$ cat src/rtl/cftb_pkg.sv
// Shared types and constants for the cron field to bit mask block.
package cftb_pkg;

    localparam int VALUE_W      = 64;
    localparam int MASK_BITS_DF = 64;
    localparam int CHAR_W       = 8;
    localparam int RANGE_W      = 6;
    localparam int CFG_IDX_W    = 2;

    localparam logic [CFG_IDX_W-1:0] CFG_RANGE_FIRST = 2'd0;
    localparam logic [CFG_IDX_W-1:0] CFG_RANGE_LAST  = 2'd1;
    localparam logic [CFG_IDX_W-1:0] CFG_FILL_EMPTY  = 2'd2;

    localparam logic [RANGE_W-1:0] RANGE_FIRST_RST = 6'd0;
    localparam logic [RANGE_W-1:0] RANGE_LAST_RST  = 6'd59;

    typedef struct packed {
        logic take;    // apply accepted character to the part parser
        logic load;    // close the part: load sweep bounds, clear the part
        logic step;    // advance the sweep by the part's step increment
        logic emit;    // load output register, clear the accumulator
    } t_ctrl_cmd;

    typedef struct packed {
        logic is_comma;
        logic is_last;
        logic sweep_busy;
    } t_ctrl_stat;

endpackage

$ cat src/rtl/cftb_ctrl.sv
// Controller state machine sequencing parse, part close, sweep and result beat.
module cftb_ctrl
    import cftb_pkg::*;
(
    input  logic       i_clk,
    input  logic       i_rst_n,
    input  logic       i_in_valid,
    output logic       o_in_stall,
    output logic       o_out_valid,
    input  logic       i_out_stall,
    input  t_ctrl_stat i_stat,
    output t_ctrl_cmd  o_cmd
);

    typedef enum logic [1:0] {
        S_IDLE,
        S_CLOSE,
        S_SWEEP,
        S_EMIT
    } t_state;

    t_state r_state, n_state;
    logic   r_last, n_last;
    logic   r_out_valid, n_out_valid;
    logic   in_acc;
    logic   out_free;

    assign o_in_stall  = (r_state != S_IDLE);
    assign o_out_valid = r_out_valid;
    assign in_acc      = i_in_valid && (r_state == S_IDLE);
    assign out_free    = !r_out_valid || !i_out_stall;

    always_comb begin
        n_state     = r_state;
        n_last      = r_last;
        n_out_valid = r_out_valid;
        o_cmd       = '0;
        if (r_out_valid && !i_out_stall) begin
            n_out_valid = 1'b0;
        end
        case (r_state)
            S_IDLE: begin
                if (in_acc) begin
                    o_cmd.take = !i_stat.is_comma;
                    if (i_stat.is_comma || i_stat.is_last) begin
                        n_last  = i_stat.is_last;
                        n_state = S_CLOSE;
                    end
                end
            end
            S_CLOSE: begin
                o_cmd.load = 1'b1;
                n_state    = S_SWEEP;
            end
            S_SWEEP: begin
                o_cmd.step = 1'b1;
                if (!i_stat.sweep_busy) begin
                    n_state = r_last ? S_EMIT : S_IDLE;
                end
            end
            S_EMIT: begin
                // hold until the previous beat has left the output register
                if (out_free) begin
                    o_cmd.emit  = 1'b1;
                    n_out_valid = 1'b1;
                    n_state     = S_IDLE;
                end
            end
            default: begin
                n_state = S_IDLE;
            end
        endcase
    end

    always_ff @(posedge i_clk) begin
        if (!i_rst_n) begin
            r_state     <= S_IDLE;
            r_last      <= 1'b0;
            r_out_valid <= 1'b0;
        end else begin
            r_state     <= n_state;
            r_last      <= n_last;
            r_out_valid <= n_out_valid;
        end
    end

endmodule

$ cat src/rtl/cftb_datapath.sv
// Datapath: configuration registers, part parser, sweep counter, mask and output register.
module cftb_datapath
    import cftb_pkg::*;
#(
    parameter int MASK_BITS = MASK_BITS_DF
) (
    input  logic                 i_clk,
    input  logic                 i_rst_n,
    input  logic                 i_cfg_we,
    input  logic [CFG_IDX_W-1:0] i_cfg_index,
    input  logic [RANGE_W-1:0]   i_cfg_data,
    input  logic [CHAR_W-1:0]    i_char_code,
    input  logic                 i_end_of_text,
    input  t_ctrl_cmd            i_cmd,
    output t_ctrl_stat           o_stat,
    output logic [VALUE_W-1:0]   o_value_mask
);

    localparam int NUM_W = 7;
    localparam int POS_W = 8;
    localparam logic [NUM_W-1:0] NUM_MAX = 7'd127;

    localparam logic [CHAR_W-1:0] CH_COMMA = 8'h2C;
    localparam logic [CHAR_W-1:0] CH_STAR  = 8'h2A;
    localparam logic [CHAR_W-1:0] CH_DASH  = 8'h2D;
    localparam logic [CHAR_W-1:0] CH_SLASH = 8'h2F;
    localparam logic [CHAR_W-1:0] CH_ZERO  = 8'h30;
    localparam logic [CHAR_W-1:0] CH_NINE  = 8'h39;

    localparam int HAVE_START = 0;
    localparam int HAVE_END   = 1;
    localparam int HAVE_STEP  = 2;

    typedef enum logic [2:0] {
        PH_START,
        PH_START_NUM,
        PH_END_NUM,
        PH_STEP_NUM,
        PH_IGNORE,
        PH_AFTER_STAR
    } t_phase;

    function automatic logic [NUM_W-1:0] add_digit(input logic [NUM_W-1:0] acc,
                                                   input logic [3:0] d);
        logic [10:0] v;
        begin
            v = ({4'd0, acc} << 3) + ({4'd0, acc} << 1) + {7'd0, d};
            add_digit = (v > {4'd0, NUM_MAX}) ? NUM_MAX : v[NUM_W-1:0];
        end
    endfunction

    // configuration
    logic [RANGE_W-1:0] r_first, r_last;
    logic               r_fill;

    // part parser
    t_phase           r_phase, n_phase;
    logic [NUM_W-1:0] r_start, n_start;
    logic [NUM_W-1:0] r_end, n_end;
    logic [NUM_W-1:0] r_stepn, n_stepn;
    logic [2:0]       r_present, n_present;
    logic             r_star, n_star;

    // sweep
    logic               r_run, n_run;
    logic [POS_W-1:0]   r_pos, n_pos;
    logic [RANGE_W-1:0] r_to, n_to;
    logic [NUM_W-1:0]   r_inc, n_inc;

    logic [MASK_BITS-1:0] r_acc, n_acc;
    logic [VALUE_W-1:0]   r_value;
    logic [VALUE_W-1:0]   n_value;

    logic               digit;
    logic [3:0]         dval;
    logic               busy;
    logic [RANGE_W-1:0] k;
    logic [RANGE_W-1:0] span;
    logic [MASK_BITS-1:0] fill_mask;
    logic [NUM_W-1:0]   step_eff;
    logic               lone_ok;

    assign digit = (i_char_code >= CH_ZERO) && (i_char_code <= CH_NINE);
    assign dval  = 4'(i_char_code - CH_ZERO);
    assign busy  = r_run && (r_pos <= {2'b00, r_to});
    assign k     = r_pos[RANGE_W-1:0] - r_first;
    assign span  = r_last - r_first;

    assign step_eff = (r_present[HAVE_STEP] && (r_stepn != '0)) ? r_stepn : 7'd1;
    assign lone_ok  = (r_present == 3'b001) && ({1'b0, r_first} <= r_start)
                      && (r_start <= {1'b0, r_last});

    assign o_stat.is_comma   = (i_char_code == CH_COMMA);
    assign o_stat.is_last    = i_end_of_text;
    assign o_stat.sweep_busy = busy;
    assign o_value_mask      = r_value;

    always_comb begin
        for (int i = 0; i < MASK_BITS; i++) begin
            fill_mask[i] = (6'(i) <= span);
        end
    end

    always_comb begin
        n_phase   = r_phase;
        n_start   = r_start;
        n_end     = r_end;
        n_stepn   = r_stepn;
        n_present = r_present;
        n_star    = r_star;
        n_run     = r_run;
        n_pos     = r_pos;
        n_to      = r_to;
        n_inc     = r_inc;
        n_acc     = r_acc;
        n_value   = r_value;

        if (i_cmd.take) begin
            case (r_phase)
                PH_START: begin
                    if (i_char_code == CH_STAR) begin
                        n_star  = 1'b1;
                        n_phase = PH_AFTER_STAR;
                    end else if (digit) begin
                        n_start               = {3'd0, dval};
                        n_present[HAVE_START] = 1'b1;
                        n_phase               = PH_START_NUM;
                    end else if (i_char_code == CH_DASH) begin
                        n_phase = PH_END_NUM;
                    end else begin
                        n_phase = PH_IGNORE;
                    end
                end
                PH_START_NUM: begin
                    if (digit) begin
                        n_start = add_digit(r_start, dval);
                    end else begin
                        n_phase = (i_char_code == CH_DASH) ? PH_END_NUM : PH_IGNORE;
                    end
                end
                PH_END_NUM: begin
                    if (digit) begin
                        n_end = r_present[HAVE_END] ? add_digit(r_end, dval) : {3'd0, dval};
                        n_present[HAVE_END] = 1'b1;
                    end else begin
                        n_phase = (i_char_code == CH_SLASH) ? PH_STEP_NUM : PH_IGNORE;
                    end
                end
                PH_AFTER_STAR: begin
                    n_phase = (i_char_code == CH_SLASH) ? PH_STEP_NUM : PH_IGNORE;
                end
                PH_STEP_NUM: begin
                    if (digit) begin
                        n_stepn = r_present[HAVE_STEP] ? add_digit(r_stepn, dval)
                                                       : {3'd0, dval};
                        n_present[HAVE_STEP] = 1'b1;
                    end else begin
                        n_phase = PH_IGNORE;
                    end
                end
                default: begin
                    n_phase = PH_IGNORE;
                end
            endcase
        end

        if (i_cmd.load) begin
            // pick the sweep bounds for the part, then clear it
            if (r_star) begin
                n_run = 1'b1;
                n_pos = {2'b00, r_first};
                n_to  = r_last;
                n_inc = step_eff;
            end else if (r_present == 3'b001) begin
                n_run = lone_ok;
                n_pos = {1'b0, r_start};
                n_to  = r_start[RANGE_W-1:0];
                n_inc = 7'd1;
            end else if (r_present[HAVE_START] && r_present[HAVE_END]) begin
                n_run = 1'b1;
                n_pos = (r_start < {1'b0, r_first}) ? {2'b00, r_first} : {1'b0, r_start};
                n_to  = (r_end < {1'b0, r_last}) ? r_end[RANGE_W-1:0] : r_last;
                n_inc = step_eff;
            end else begin
                n_run = 1'b0;
            end
            n_phase   = PH_START;
            n_start   = '0;
            n_end     = '0;
            n_stepn   = '0;
            n_present = '0;
            n_star    = 1'b0;
        end

        if (i_cmd.step && busy) begin
            for (int i = 0; i < MASK_BITS; i++) begin
                if (k == 6'(i)) begin
                    n_acc[i] = 1'b1;
                end
            end
            n_pos = r_pos + {1'b0, r_inc};
        end

        if (i_cmd.emit) begin
            if ((r_acc == '0) && r_fill && (r_first <= r_last)) begin
                n_value = VALUE_W'(fill_mask);
            end else begin
                n_value = VALUE_W'(r_acc);
            end
            n_acc = '0;
        end
    end

    always_ff @(posedge i_clk) begin
        if (!i_rst_n) begin
            r_first   <= RANGE_FIRST_RST;
            r_last    <= RANGE_LAST_RST;
            r_fill    <= 1'b0;
            r_phase   <= PH_START;
            r_start   <= '0;
            r_end     <= '0;
            r_stepn   <= '0;
            r_present <= '0;
            r_star    <= 1'b0;
            r_run     <= 1'b0;
            r_pos     <= '0;
            r_to      <= '0;
            r_inc     <= 7'd1;
            r_acc     <= '0;
        end else begin
            if (i_cfg_we) begin
                case (i_cfg_index)
                    CFG_RANGE_FIRST: r_first <= i_cfg_data;
                    CFG_RANGE_LAST:  r_last  <= i_cfg_data;
                    CFG_FILL_EMPTY:  r_fill  <= i_cfg_data[0];
                    default: begin
                        // drop writes to unused indexes
                    end
                endcase
            end
            r_phase   <= n_phase;
            r_start   <= n_start;
            r_end     <= n_end;
            r_stepn   <= n_stepn;
            r_present <= n_present;
            r_star    <= n_star;
            r_run     <= n_run;
            r_pos     <= n_pos;
            r_to      <= n_to;
            r_inc     <= n_inc;
            r_acc     <= n_acc;
        end
    end

    always_ff @(posedge i_clk) begin
        r_value <= n_value;
    end

endmodule

$ cat src/rtl/cron_field_to_bitmask.sv
// Top level of the cron field to bit mask block.
// Characters of one schedule field (parts such as N, A-B, A-B/S, *, */S,
// separated by commas) arrive one per input beat; the beat flagged
// end_of_text closes the field and yields one output beat holding the value
// mask, bit k standing for value range_first + k. A comma, or the final
// character, closes the current part: its bounds are loaded and the sweep
// counter visits the part's positions (at most 64), marking one mask bit per
// cycle, while the input stalls; the final character then loads the result.
// Configuration (range_first, range_last, fill_when_empty) is written through
// a plain write port; the user must write it only while the block is idle,
// as the block itself does not enforce this.
module cron_field_to_bitmask
    import cftb_pkg::*;
#(
    parameter int MASK_BITS = MASK_BITS_DF
) (
    input  logic                 i_clk,
    input  logic                 i_rst_n,
    input  logic                 i_cfg_we,
    input  logic [CFG_IDX_W-1:0] i_cfg_index,
    input  logic [RANGE_W-1:0]   i_cfg_data,
    input  logic                 i_in_valid,
    output logic                 o_in_stall,
    input  logic [CHAR_W-1:0]    i_char_code,
    input  logic                 i_end_of_text,
    output logic                 o_out_valid,
    input  logic                 i_out_stall,
    output logic [VALUE_W-1:0]   o_value_mask
);

    t_ctrl_cmd  cmd;
    t_ctrl_stat stat;

    cftb_ctrl u_ctrl (
        .i_clk       (i_clk),
        .i_rst_n     (i_rst_n),
        .i_in_valid  (i_in_valid),
        .o_in_stall  (o_in_stall),
        .o_out_valid (o_out_valid),
        .i_out_stall (i_out_stall),
        .i_stat      (stat),
        .o_cmd       (cmd)
    );

    cftb_datapath #(
        .MASK_BITS (MASK_BITS)
    ) u_datapath (
        .i_clk         (i_clk),
        .i_rst_n       (i_rst_n),
        .i_cfg_we      (i_cfg_we),
        .i_cfg_index   (i_cfg_index),
        .i_cfg_data    (i_cfg_data),
        .i_char_code   (i_char_code),
        .i_end_of_text (i_end_of_text),
        .i_cmd         (cmd),
        .o_stat        (stat),
        .o_value_mask  (o_value_mask)
    );

endmodule
$ cat config.mk
export PLATFORM = sky130hd
export DESIGN_NAME = cron_field_to_bitmask
export DESIGN_NICKNAME = d
export VERILOG_FILES = /design/src/rtl/cftb_pkg.sv /design/src/rtl/cftb_ctrl.sv /design/src/rtl/cftb_datapath.sv /design/src/rtl/cron_field_to_bitmask.sv
export SDC_FILE = /design/constraint.sdc
export NUM_CORES = 1
export LEC_CHECK = 0
export BUFFER_PORTS_ARGS = -buffer_cell sky130_fd_sc_hd__buf_2
export CORE_MARGIN = 2
export CORE_UTILIZATION = 35
export CTS_CLUSTER_SIZE = 8
export DETAILED_ROUTE_END_ITERATION = 12
export SLEW_MARGIN = 20
export SYNTH_ARGS = -nofsm -noshare
export SYNTH_HDL_FRONTEND = slang
export SYNTH_HIERARCHICAL = 1
export SYNTH_SLANG_ARGS = --single-unit
$ cat constraint.sdc
create_clock -name i_clk -period 7.1 [get_ports i_clk]
set_input_delay 0.71 -clock i_clk [delete_from_list [all_inputs] [get_ports i_clk]]
set_output_delay 0.71 -clock i_clk [all_outputs]
set_load 0.01 [all_outputs]
Word-level counts from Yosys, hierarchy flattened

Index checks and enable logic that the tools add are counted.
Widths: inputs -> output; s select.

Add/subtract/negate cells: 10
Magnitude comparators: 75
Eq/ne operators: 87
Muxes and demuxes: 50
Bitwise operators: 2
Reduce and logical (&&, ||, !) cells: 106

Operators by type and width:

| kind                | number |
|---|---|
| $eq 6x6->1 const B  | 32 |
| $le 6x6->1 const A  | 32 |
| $reduce_and 2->1    | 69 |
| $eq 6x5->1 const B  | 16 |
| $le 5x6->1 const A  | 16 |
| $mux 7              | 13 |
| $logic_not 64->1    | 1 |
| $mux 64             | 1 |
| $eq 6x4->1 const B  | 8 |
| $le 4x6->1 const A  | 8 |
| $mux 8              | 5 |
| $add 10x8->11       | 3 |
| $add 11x4->11       | 3 |
| $gt 11x7->1 const B | 3 |
| $eq 8x6->1 const B  | 4 |
| $eq 6x3->1 const B  | 4 |
| $le 3x6->1 const A  | 4 |
| $mux 6              | 4 |
| $mux 3              | 7 |
| $pmux 3 s5          | 1 |
| $lt 7x6->1          | 2 |
| $pmux 7 s2          | 1 |
| $eq 6x2->1 const B  | 2 |
| $le 1x6->1 const A  | 2 |
| 36 further kinds    | 89 |

Bits in registers: 195
Bits of input ports: 22

Depth between registers and ports, before layout

Gate-level depths: netlist (run 1).

Depth after elaboration: 7
Mapped depth: 11

Modules after synthesis

The synthesis (run 1) kept the hierarchy.

Modules (own cells, without submodules):

| module        | instances | cells an instance | area each (µm²) |
|---|---|---|---|
| cftb_datapath | 1         | 1148              | 10591.4 |
| cftb_ctrl     | 1         | 27                | 211.5 |

Worst setup path before layout (run 1)

No wires, ideal clock.

Path kind: input port to flip-flop
Start: input i_out_stall
End: register u_datapath.r_acc[11]
Arrival time: 4.983 ns
Data required time: 6.983 ns
Setup slack: 2.000 ns
Cell stages on the path: 7
Path buffers: 0
Cell sequence: a21oi_1 -> nor2b_1 -> and2_1 -> mux2i_1 -> nor3_1 -> and3_1 -> a22o_1

Longest elaborated chain between the ends: 5

RTL lines:

| what                      | line                        | RTL |
|---|---|---|
| start, declared           | cron_field_to_bitmask.sv:27 | `input logic i_out_stall,` |
| $logic_not 1->1           | cftb_ctrl.sv:31             | `assign out_free = !r_out_valid \|\| !i_out_stall;` |
| $logic_or 1x1->1          | cftb_ctrl.sv:31             |  |
| $mux 1                    | cftb_ctrl.sv:63             | `if (out_free) begin` |
| $mux 1                    | cftb_ctrl.sv:41             | `case (r_state)` |
| $reduce_or 2->1 (no line) | n/a                         |  |
| end signal, assigned      | cftb_datapath.sv:251        | `r_acc <= n_acc;` |
| end, declared             | cftb_datapath.sv:70         | `logic [MASK_BITS-1:0] r_acc, n_acc;` |

No other way between the ends.
A chain may end at the register's enable or synchronous reset.

Worst setup path in the final report (run 1)

Start: register u_datapath.r_first[1]
End: register u_datapath.r_value[59], in the netlist u_datapath/o_value_mask[59], data pin

Longest elaborated chain between the ends: 3
Elaborated cells on any way between the ends: 5

RTL lines:

| what                                                   | line                                       | RTL |
|---|---|---|
| start, declared                                        | cftb_datapath.sv:53                        | `logic [RANGE_W-1:0] r_first, r_last;` |
| start signal, assigned                                 | cftb_datapath.sv:233                       | `CFG_RANGE_FIRST: r_first <= i_cfg_data;` |
| $sub 6x6->6 / $le 6x6->1 (equally long branches)       | cftb_datapath.sv:87, cftb_datapath.sv:205  |  |
| $le 6x6->1 / $logic_and 1x1->1 (equally long branches) | cftb_datapath.sv:100, cftb_datapath.sv:205 |  |
| $mux 64 *                                              | cftb_datapath.sv:205                       | `if ((r_acc == '0) && r_fill && (r_first <= r_last)) begin` |
| end signal, assigned                                   | cftb_datapath.sv:256                       | `r_value <= n_value;` |
| end, declared                                          | cftb_datapath.sv:71                        | `logic [VALUE_W-1:0] r_value;` |

Mark *: on every way between the ends. The rest lies on a longest branch, timed or not.

==> flow_summary.yaml, run 1 <==
sta:
  min_period_ns: 3.37
  skew_ns: 0.0220
  hold_viol: 0
  relSlewSlack: 0.348
  slew_viol_final: 0
  rsz0062_at_grt: "no"
  worst_hold_slack_ns: 0.475
  finalSetupViolations: 0
  fmax_mhz: 297
  fin_tns_setup_ns: 0
  worstMarginPinSlew_ns: 0.977
  setup_ws_ns: 3.73
  fin_crit_sh: 0.474
yosys:
  synth_area_leaders: "dfxtp_1 24%, edfxtp_1 18%, ha_1 9.3%"
  ys_types: 76
  netlist_area_um2: 10800
  syn_avg_cell_area_um2: 9.19
  synth_nets: 1286
  synthFlopType: "dfxtp_1"
  ys_ff_latch: 195
  synthSimpleGateAreaFrac: 0.177
  synth_compound_area_frac: 0.229
  synthCells: 1175
  synthMuxAreaShare: 0.0112
  synth_top_area_cell: "dfxtp_1"
  synth_xor_area_frac: 0.0138
  synth_top_area_frac: 0.243
  ys_seq_area_frac: 0.421
  ys_async_sr_fraction: 0
  synth-edff-count: 64
  synth_top_family_by_area: "compound AO/OA/AOI/OAI gates"
  yosysWarnings: 6
  synth_fa_ha_area_frac: 0.109
layout:
  drive_above_1_share: 0.128
  fill_cells: 3027
  final_nets: 1345
  antenna_cells: 0
  post-route-cell-area_um2: 12200
  regArea_um2: 4540
  layout-area-overhead-vs-synth_pct: 13.3
  multi_input_area_um2: 5860
clock_tree:
  post-cts-setup-buffer-count: 0
  numCtsBuffers: 17
  cts_max_level: 4
  clock_path_buffers: 2
  clk_pin_slew_worst_paths_ns: 0.10
  cts_tree: "built"
  cts_hold_buf: 0
  cts.repair.resized: 0
  clk-insertion-delay-late_ns: 0.46
  clock-sinks: 195
  clock-root-buffer: "clkbuf_16"
worst_setup_path:
  path_class: "reg -> reg"
  timing.rr.end: "u_datapath/o_value_mask[59]$_DFFE_PP_"
  crit_path_start_kind: "flip-flop"
  r2r_start: "u_datapath/r_first[1]$_SDFFE_PN0P_"
  crit_path_end_kind: "flip-flop"
  rrSetupSlack_ns: 3.73
  reg2regPathDepth: 8
  path_max_fanout: 19
  critPathRequiredTime_ns: 7.43
  cp_data_arrival_time_ns: 3.70
drt:
  wl_met3_um: 1380
  wire_per_inst_um: 17.5
  via_count: 9029
  remaining_drc_errors: 0
  drt_iter0_markers: 700
  first_pass_iters: 5
  met1_length_um: 12700
  via_per_inst: 5.50
  wl_met2_um: 14100
  top_layer: "met4"
  routed_wl_um: 28800
  ant_nets: 0
global_route:
  grt_overflow: 0
  antenna_found_initial: 0
  grt_pass1_wl_um: 47000
  grt_max_degree: 67
  grt_usage: 0.179
  grt_pass1_vias: 8797
hold_path:
  holdCritStartpoint: "u_datapath/r_acc[42]$_SDFFE_PP0P_"
  whs_path_depth: 2
  hold_end: "u_datapath/r_acc[42]$_SDFFE_PP0P_"
  hold_path_class: "reg -> reg"
placed_design:
  gp_congestion: 0.850
  preCtsSetupSlack_ns: 3.43
  port_buffers: 87
  dp.final_hpwl_um: 21300
  post_dp_cell_area_um2: 11600
flow_run:
  cap_violations: 0
die:
  die_h_um: 180
  rows: 64
  io_pins: 88
  initial_core_util: 0.354
  die_w_um: 180
  die_area_um2: 32300
  core_area_um2: 30500
status:
  status: "completed"
power_and_ir_drop:
  vdd_ir_drop_max_mv: 0.146
  p_leak_nw: 5.07
  power_density_nw_per_um2: 199
==> power by group <==
group	leakage (nW)	switching (mW)	internal (mW)
sequential	1.73	0.00930	1.15
combinational	3.02	0.142	0.0649
clock	0.319	0.531	0.532
total	5.07	0.682	1.75
==> sequential cells by signal, indices dropped and copies added, names as in the netlist, 2 cells and up <==
| signal | flops |
|---|---|
| u_ctrl/r_state | 2 |
| u_datapath/o_value_mask | 64 |
| u_datapath/r_acc | 64 |
| u_datapath/r_end | 7 |
| u_datapath/r_first | 6 |
| u_datapath/r_inc | 7 |
| u_datapath/r_last | 6 |
| u_datapath/r_phase | 3 |
| u_datapath/r_pos | 8 |
| u_datapath/r_present | 3 |
| u_datapath/r_start | 7 |
| u_datapath/r_stepn | 7 |
| u_datapath/r_to | 6 |
==> cells in the mapped netlist, drive strengths merged, types with 3 or more instances <==
cell	count
dfxtp	131
nand3b	6
nand4b	3
nand3	27
nor3	26
a311oi	3
inv	55
edfxtp	64
nand2	120
nor2	66
o31a	4
buf	11
nor3b	9
and2	4
mux2i	11
a221oi	8
and3	24
or2	8
a211o	3
o311ai	4
nand2b	13
o21a	7
xnor2	11
o21ai	112
o31ai	3
a211oi	15
ha	80
or4	4
nand4	10
a21oi	82
o21bai	37
or3	3
clkbuf	41
a22o	16
a21boi	10
a31o	12
nor4	16
xor2	6
fa	9
a21o	23
o211ai	12
a31oi	16
nor2b	31
==> layout make-up <==
class | instances | area share
clock inverter | 15 | 0.0191
tap | 396 | 0.0405
multi-input combinational | 873 | 0.479
timing repair buffer | 92 | 0.0386
clock buffer | 17 | 0.0348
sequential | 195 | 0.371
inverter | 55 | 0.0169
==> routing by layer <==
layer	GRT usage	vias to the layer above
li1	-	4448
met1	0.229	4262
met2	0.308	274
met3	0.0288	45
met4	0.0579	0
met5	0	-
==> logic make-up (layout without fill, tap and decap cells) <==
family	Yosys count	count (layout)
adders and majority gates	89	89
DFF	195	195
and+or+nand+nor	375	375
buffers and inverters	107	179
xor gates and xnor gates	17	17
muxes	12	12
AOI/OAI and AO/OA	380	380
==> critical path: stages (launching register included) <==
cell and delay, ns:
dfxtp_1 0.30, inv_1 0.26, ha_1 0.31, nor2b_1 0.16
o31a_1 0.37, o311ai_4 0.72, nand4_4 0.48, nor2_4 0.45
a31o_2 0.22
==> through the flow <==
stage,std cells,power [mW],utilization
final,1643,2.43,0.401
after global routing,1643,2.52,0.401
after CTS,1643,2.45,0.401
after detailed placement,1611,1.39,0.379
after global placement,1611,1.39,0.379
after floorplan,1175,1.33,-
==> cells in the final DEF, fill, tap and decap left out, types with 8 or more instances in the layout <==
cell,netlist,layout
a22o_1,16,16
nor3_1,24,24
nor4_1,16,16
xnor2_1,11,11
a221oi_1,8,8
edfxtp_1,64,64
mux2i_1,11,11
nand2b_1,13,13
a21o_1,23,23
nand3_1,26,26
a31oi_1,16,16
a31o_2,12,12
buf_2,8,87
nand4_1,9,9
a21oi_1,82,81
nand2_1,120,120
o211ai_1,12,12
ha_1,80,80
o21bai_1,37,37
a211oi_1,14,14
and3_1,24,24
nor2_1,64,63
a21boi_0,9,9
nor2b_1,30,29
clkbuf_16,0,17
dfxtp_1,131,131
inv_1,54,54
o21ai_0,108,108
fa_1,9,9
==> how the worst max path moves through the flow <==
| stage | startpoint | endpoint | cells after the start |
|---|---|---|---|
| 6_report | u_datapath/r_first[1]$_SDFFE_PN0P_ | u_datapath/o_value_mask[59]$_DFFE_PP_ | 8 |
| 5_1_grt | u_datapath/r_last[0]$_SDFFE_PN1P_ | u_datapath/o_value_mask[13]$_DFFE_PP_ | 9 |
| 4_1_cts | u_datapath/r_first[1]$_SDFFE_PN0P_ | u_datapath/o_value_mask[59]$_DFFE_PP_ | 8 |
| 3_5_place_dp | i_char_code[3] | u_datapath/r_stepn[4]$_SDFFE_PP0P_ | 11 |
| 3_3_place_gp | i_char_code[3] | u_datapath/r_stepn[6]$_SDFFE_PP0P_ | 11 |
| 2_1_floorplan | i_out_stall | u_datapath/r_acc[11]$_SDFFE_PP0P_ | 7 |
No activity file was read; power rests on OpenSTA's default activity.
==> run 2: changes to the inputs <==
--- a/config.mk
+++ b/config.mk
@@ -5,6 +5,7 @@
 export SDC_FILE = /design/constraint.sdc
 export NUM_CORES = 1
 export LEC_CHECK = 0
+export ABC_AREA = 1
 export BUFFER_PORTS_ARGS = -buffer_cell sky130_fd_sc_hd__buf_2
 export CORE_MARGIN = 2
 export CORE_UTILIZATION = 35
==> constraint.sdc (replaced) <==
create_clock -name i_clk -period 3 [get_ports i_clk]
set_input_delay 0.3 -clock i_clk [delete_from_list [all_inputs] [get_ports i_clk]]
set_output_delay 0.3 -clock i_clk [all_outputs]
set_load 0.01 [all_outputs]
==> run 2 against run 1 <==
First-iteration DRC count up 36%. Total power rose to 2.6 times the previous value. Area after synthesis up 7.8%. Via count up 18%. Clock skew down 0.0054 ns. Critical endpoint is now u_datapath/o_value_mask[1]$_DFFE_PP_. Largest power group unchanged.
==> flow_summary.yaml, run 2 <==
clock_tree:
  cts_hold_buf: 0
  post-cts-setup-buffer-count: 0
  clk-insertion-delay-late_ns: 0.45
  clock-root-buffer: "clkbuf_16"
  cts.repair.resized: 0
  numCtsBuffers: 17
  clock_path_buffers: 2
  clock-sinks: 195
  cts_tree: "built"
  clk_pin_slew_worst_paths_ns: 0.08
  cts_max_level: 4
power_and_ir_drop:
  switching_power_mw: 2.01
  vdd_ir_drop_max_mv: 0.378
  p_leak_nw: 6.15
  p_int_mw: 4.33
  p_seq_frac: 0.451
  power.share.combinational: 0.186
  power_density_nw_per_um2: 479
  p_sw_frac: 0.317
  power_frac_clock: 0.363
yosys:
  synth_top_area_frac: 0.225
  synthMuxAreaShare: 0
  synth_fa_ha_area_frac: 0.101
  yosysMostFrequentCell: "nand2_1"
  ys_async_sr_fraction: 0
  synthFlopType: "dfxtp_1"
  synthCells: 1540
  ys_top_cells_by_count: "305 x nand2_1, 211 x inv_1, 162 x nand3_1, 155 x a21oi_1, 131 x dfxtp_1"
  ys_seq_area_frac: 0.390
  synth_compound_area_frac: 0.124
  ys_types: 49
  netlist_area_um2: 11600
  synth_top_area_cell: "dfxtp_1"
  synth_area_leaders: "dfxtp_1 23%, edfxtp_1 17%, nand2_1 9.8%"
  synthSimpleGateAreaFrac: 0.274
  ys_ff_latch: 195
  syn_avg_cell_area_um2: 7.56
  synth-edff-count: 64
  synth_xor_area_frac: 0.0136
  yosysWarnings: 6
  synth_top_family_by_area: "simple AND/OR/NAND/NOR gates"
  synth_nets: 1651
drt:
  remaining_drc_errors: 0
  ant_nets: 0
  wire_per_inst_um: 16.1
  drt_iter0_markers: 955
  via_per_inst: 5.12
  routed_wl_um: 33700
  via_count: 10700
  first_pass_iters: 5
worst_setup_path:
  crit_path_start_kind: "flip-flop"
  cp_data_arrival_time_ns: 2.95
  cp_top_family: "adder cells"
  slowest_delay_ns: 0.43
  critical_path_buf_inv_count: 4
  path_class: "reg -> reg"
  path_max_fanout: 9
  crit_path_end_kind: "flip-flop"
  slowest_stage: "fa_1"
  critPathRequiredTime_ns: 3.19
  crit_chain: "inv_1, ha_1, inv_1, fa_1, nand2_1, nand2_2, xor2_4, inv_2, nand2_2, inv_2, nand2_1, o21ai_1, nand3_1"
die:
  die_area_um2: 34800
  core_area_um2: 32600
  die_w_um: 186
  io_pins: 88
  rows: 66
  die_h_um: 186
  initial_core_util: 0.357
flow_run:
  cap_violations: 0
sta:
  rsz0062_at_grt: "no"
  relSlewSlack: 0.442
  hold_viol: 0
  skew_ns: 0.0166
  fin_tns_setup_ns: 0
  slew_viol_final: 0
  finalSetupViolations: 0
  worstMarginPinSlew_ns: 0.836
  min_period_ns: 2.76
  worst_hold_slack_ns: 0.0969
  fin_crit_sh: 0.921
  fmax_mhz: 362
layout:
  drive_above_1_share: 0.126
  mostFrequentLayoutCells: "305 x nand2_1, 211 x inv_1, 162 x nand3_1, 154 x a21oi_1, 131 x dfxtp_1"
  antenna_cells: 0
  final_util: 0.406
  final_nets: 1747
  mostFrequentLayoutCell: "nand2_1"
  layout-area-overhead-vs-synth_pct: 13.6
status:
  status: "completed"
placed_design:
  gp_congestion: 0.926
  dp.final_hpwl_um: 25800
  port_buffers: 87
global_route:
  grt_overflow: 0
  grt_pass1_wl_um: 54300
  grt_usage: 0.195
  grt_max_degree: 65
  antenna_found_initial: 0
  grt_pass1_vias: 10100
hold_path:
  hold_path_class: "in -> reg"
==> run 2: layout make-up <==
class,instances,area (µm²)
flip-flops and latches,195,4540
fillers,3416,19400
clock inverters,13,144
repair buffers,122,711
multi-input cells,1077,5990
well taps,442,553
inverters,223,852
clock buffers,19,433
==> run 2: worst paths after layout <==
| check | start | end | slack, ns | cells after the start |
|---|---|---|---|---|
| worst max-delay path | u_datapath/r_last[0]$_SDFFE_PN1P_ | u_datapath/o_value_mask[1]$_DFFE_PP_ | 0.24 | 13 |
| worst min register to register | u_datapath/r_present[0]$_SDFFE_PP0P_ | u_datapath/r_present[0]$_SDFFE_PP0P_ | 0.46 | 2 |
| worst min-delay path | i_cfg_data[5] | u_datapath/r_last[5]$_SDFFE_PN1P_ | 0.1 | 3 |
| worst max register to register | u_datapath/r_last[0]$_SDFFE_PN1P_ | u_datapath/o_value_mask[1]$_DFFE_PP_ | 0.24 | 13 |
==> run 2: power by group through the flow <==
stage / combinational [mW] / sequential (mW) / clock (mW)
floorplan: 0.774 / 2.94 / 0
global placement: 1.16 / 2.92 / 0
detailed placement: 1.17 / 2.92 / 0
CTS: 1.17 / 2.86 / 2.35
global route: 1.30 / 2.87 / 2.46
finish: 1.18 / 2.86 / 2.30
==> run 2: per-layer routing <==
layer / share of wire / up-vias / GRT usage
met3: 0.056 / 51 / 0.0286
li1: - / 5359 / -
met1: 0.44 / 4957 / 0.252
met5: 0 / - / 0
met2: 0.48 / 332 / 0.333
met4: 0.025 / 0 / 0.0658
==> run 2: kinds of logic (layout without fill, tap and decap cells) <==
kind of cell | count (synthesis) | in the layout
compound gates | 268 | 268
fa+ha+maj | 89 | 89
flops | 195 | 195
buf+inv | 268 | 377
xor+xnor | 16 | 16
simple gates | 704 | 704
==> run 2: metrics by stage <==
| step | setup WS [ns] | cell area (µm²) | cells | power, mW |
|---|---|---|---|---|
| 2_1_floorplan | 0.453 | 11700 | 1540 | 3.71 |
| 3_3_place_gp | 0.286 | 12600 | 2059 | 4.08 |
| 3_5_place_dp | 0.265 | 12600 | 2059 | 4.09 |
| 4_1_cts | 0.247 | 13200 | 2091 | 6.38 |
| 5_1_grt | 0.0641 | 13200 | 2091 | 6.63 |
| 6_report | 0.237 | 13200 | 2091 | 6.34 |
==> run 2: worst register-to-register path, delay by kind of cell, from the launching register on <==
| family | cells | cell delay [ns] |
|---|---|---|
| buffers and inverters | 4 | 0.54 |
| AOI/OAI and AO/OA | 1 | 0.25 |
| DFF | 1 | 0.34 |
| and+or+nand+nor | 5 | 0.57 |
| xor gates and xnor gates | 1 | 0.22 |
| adders and majority gates | 2 | 0.59 |
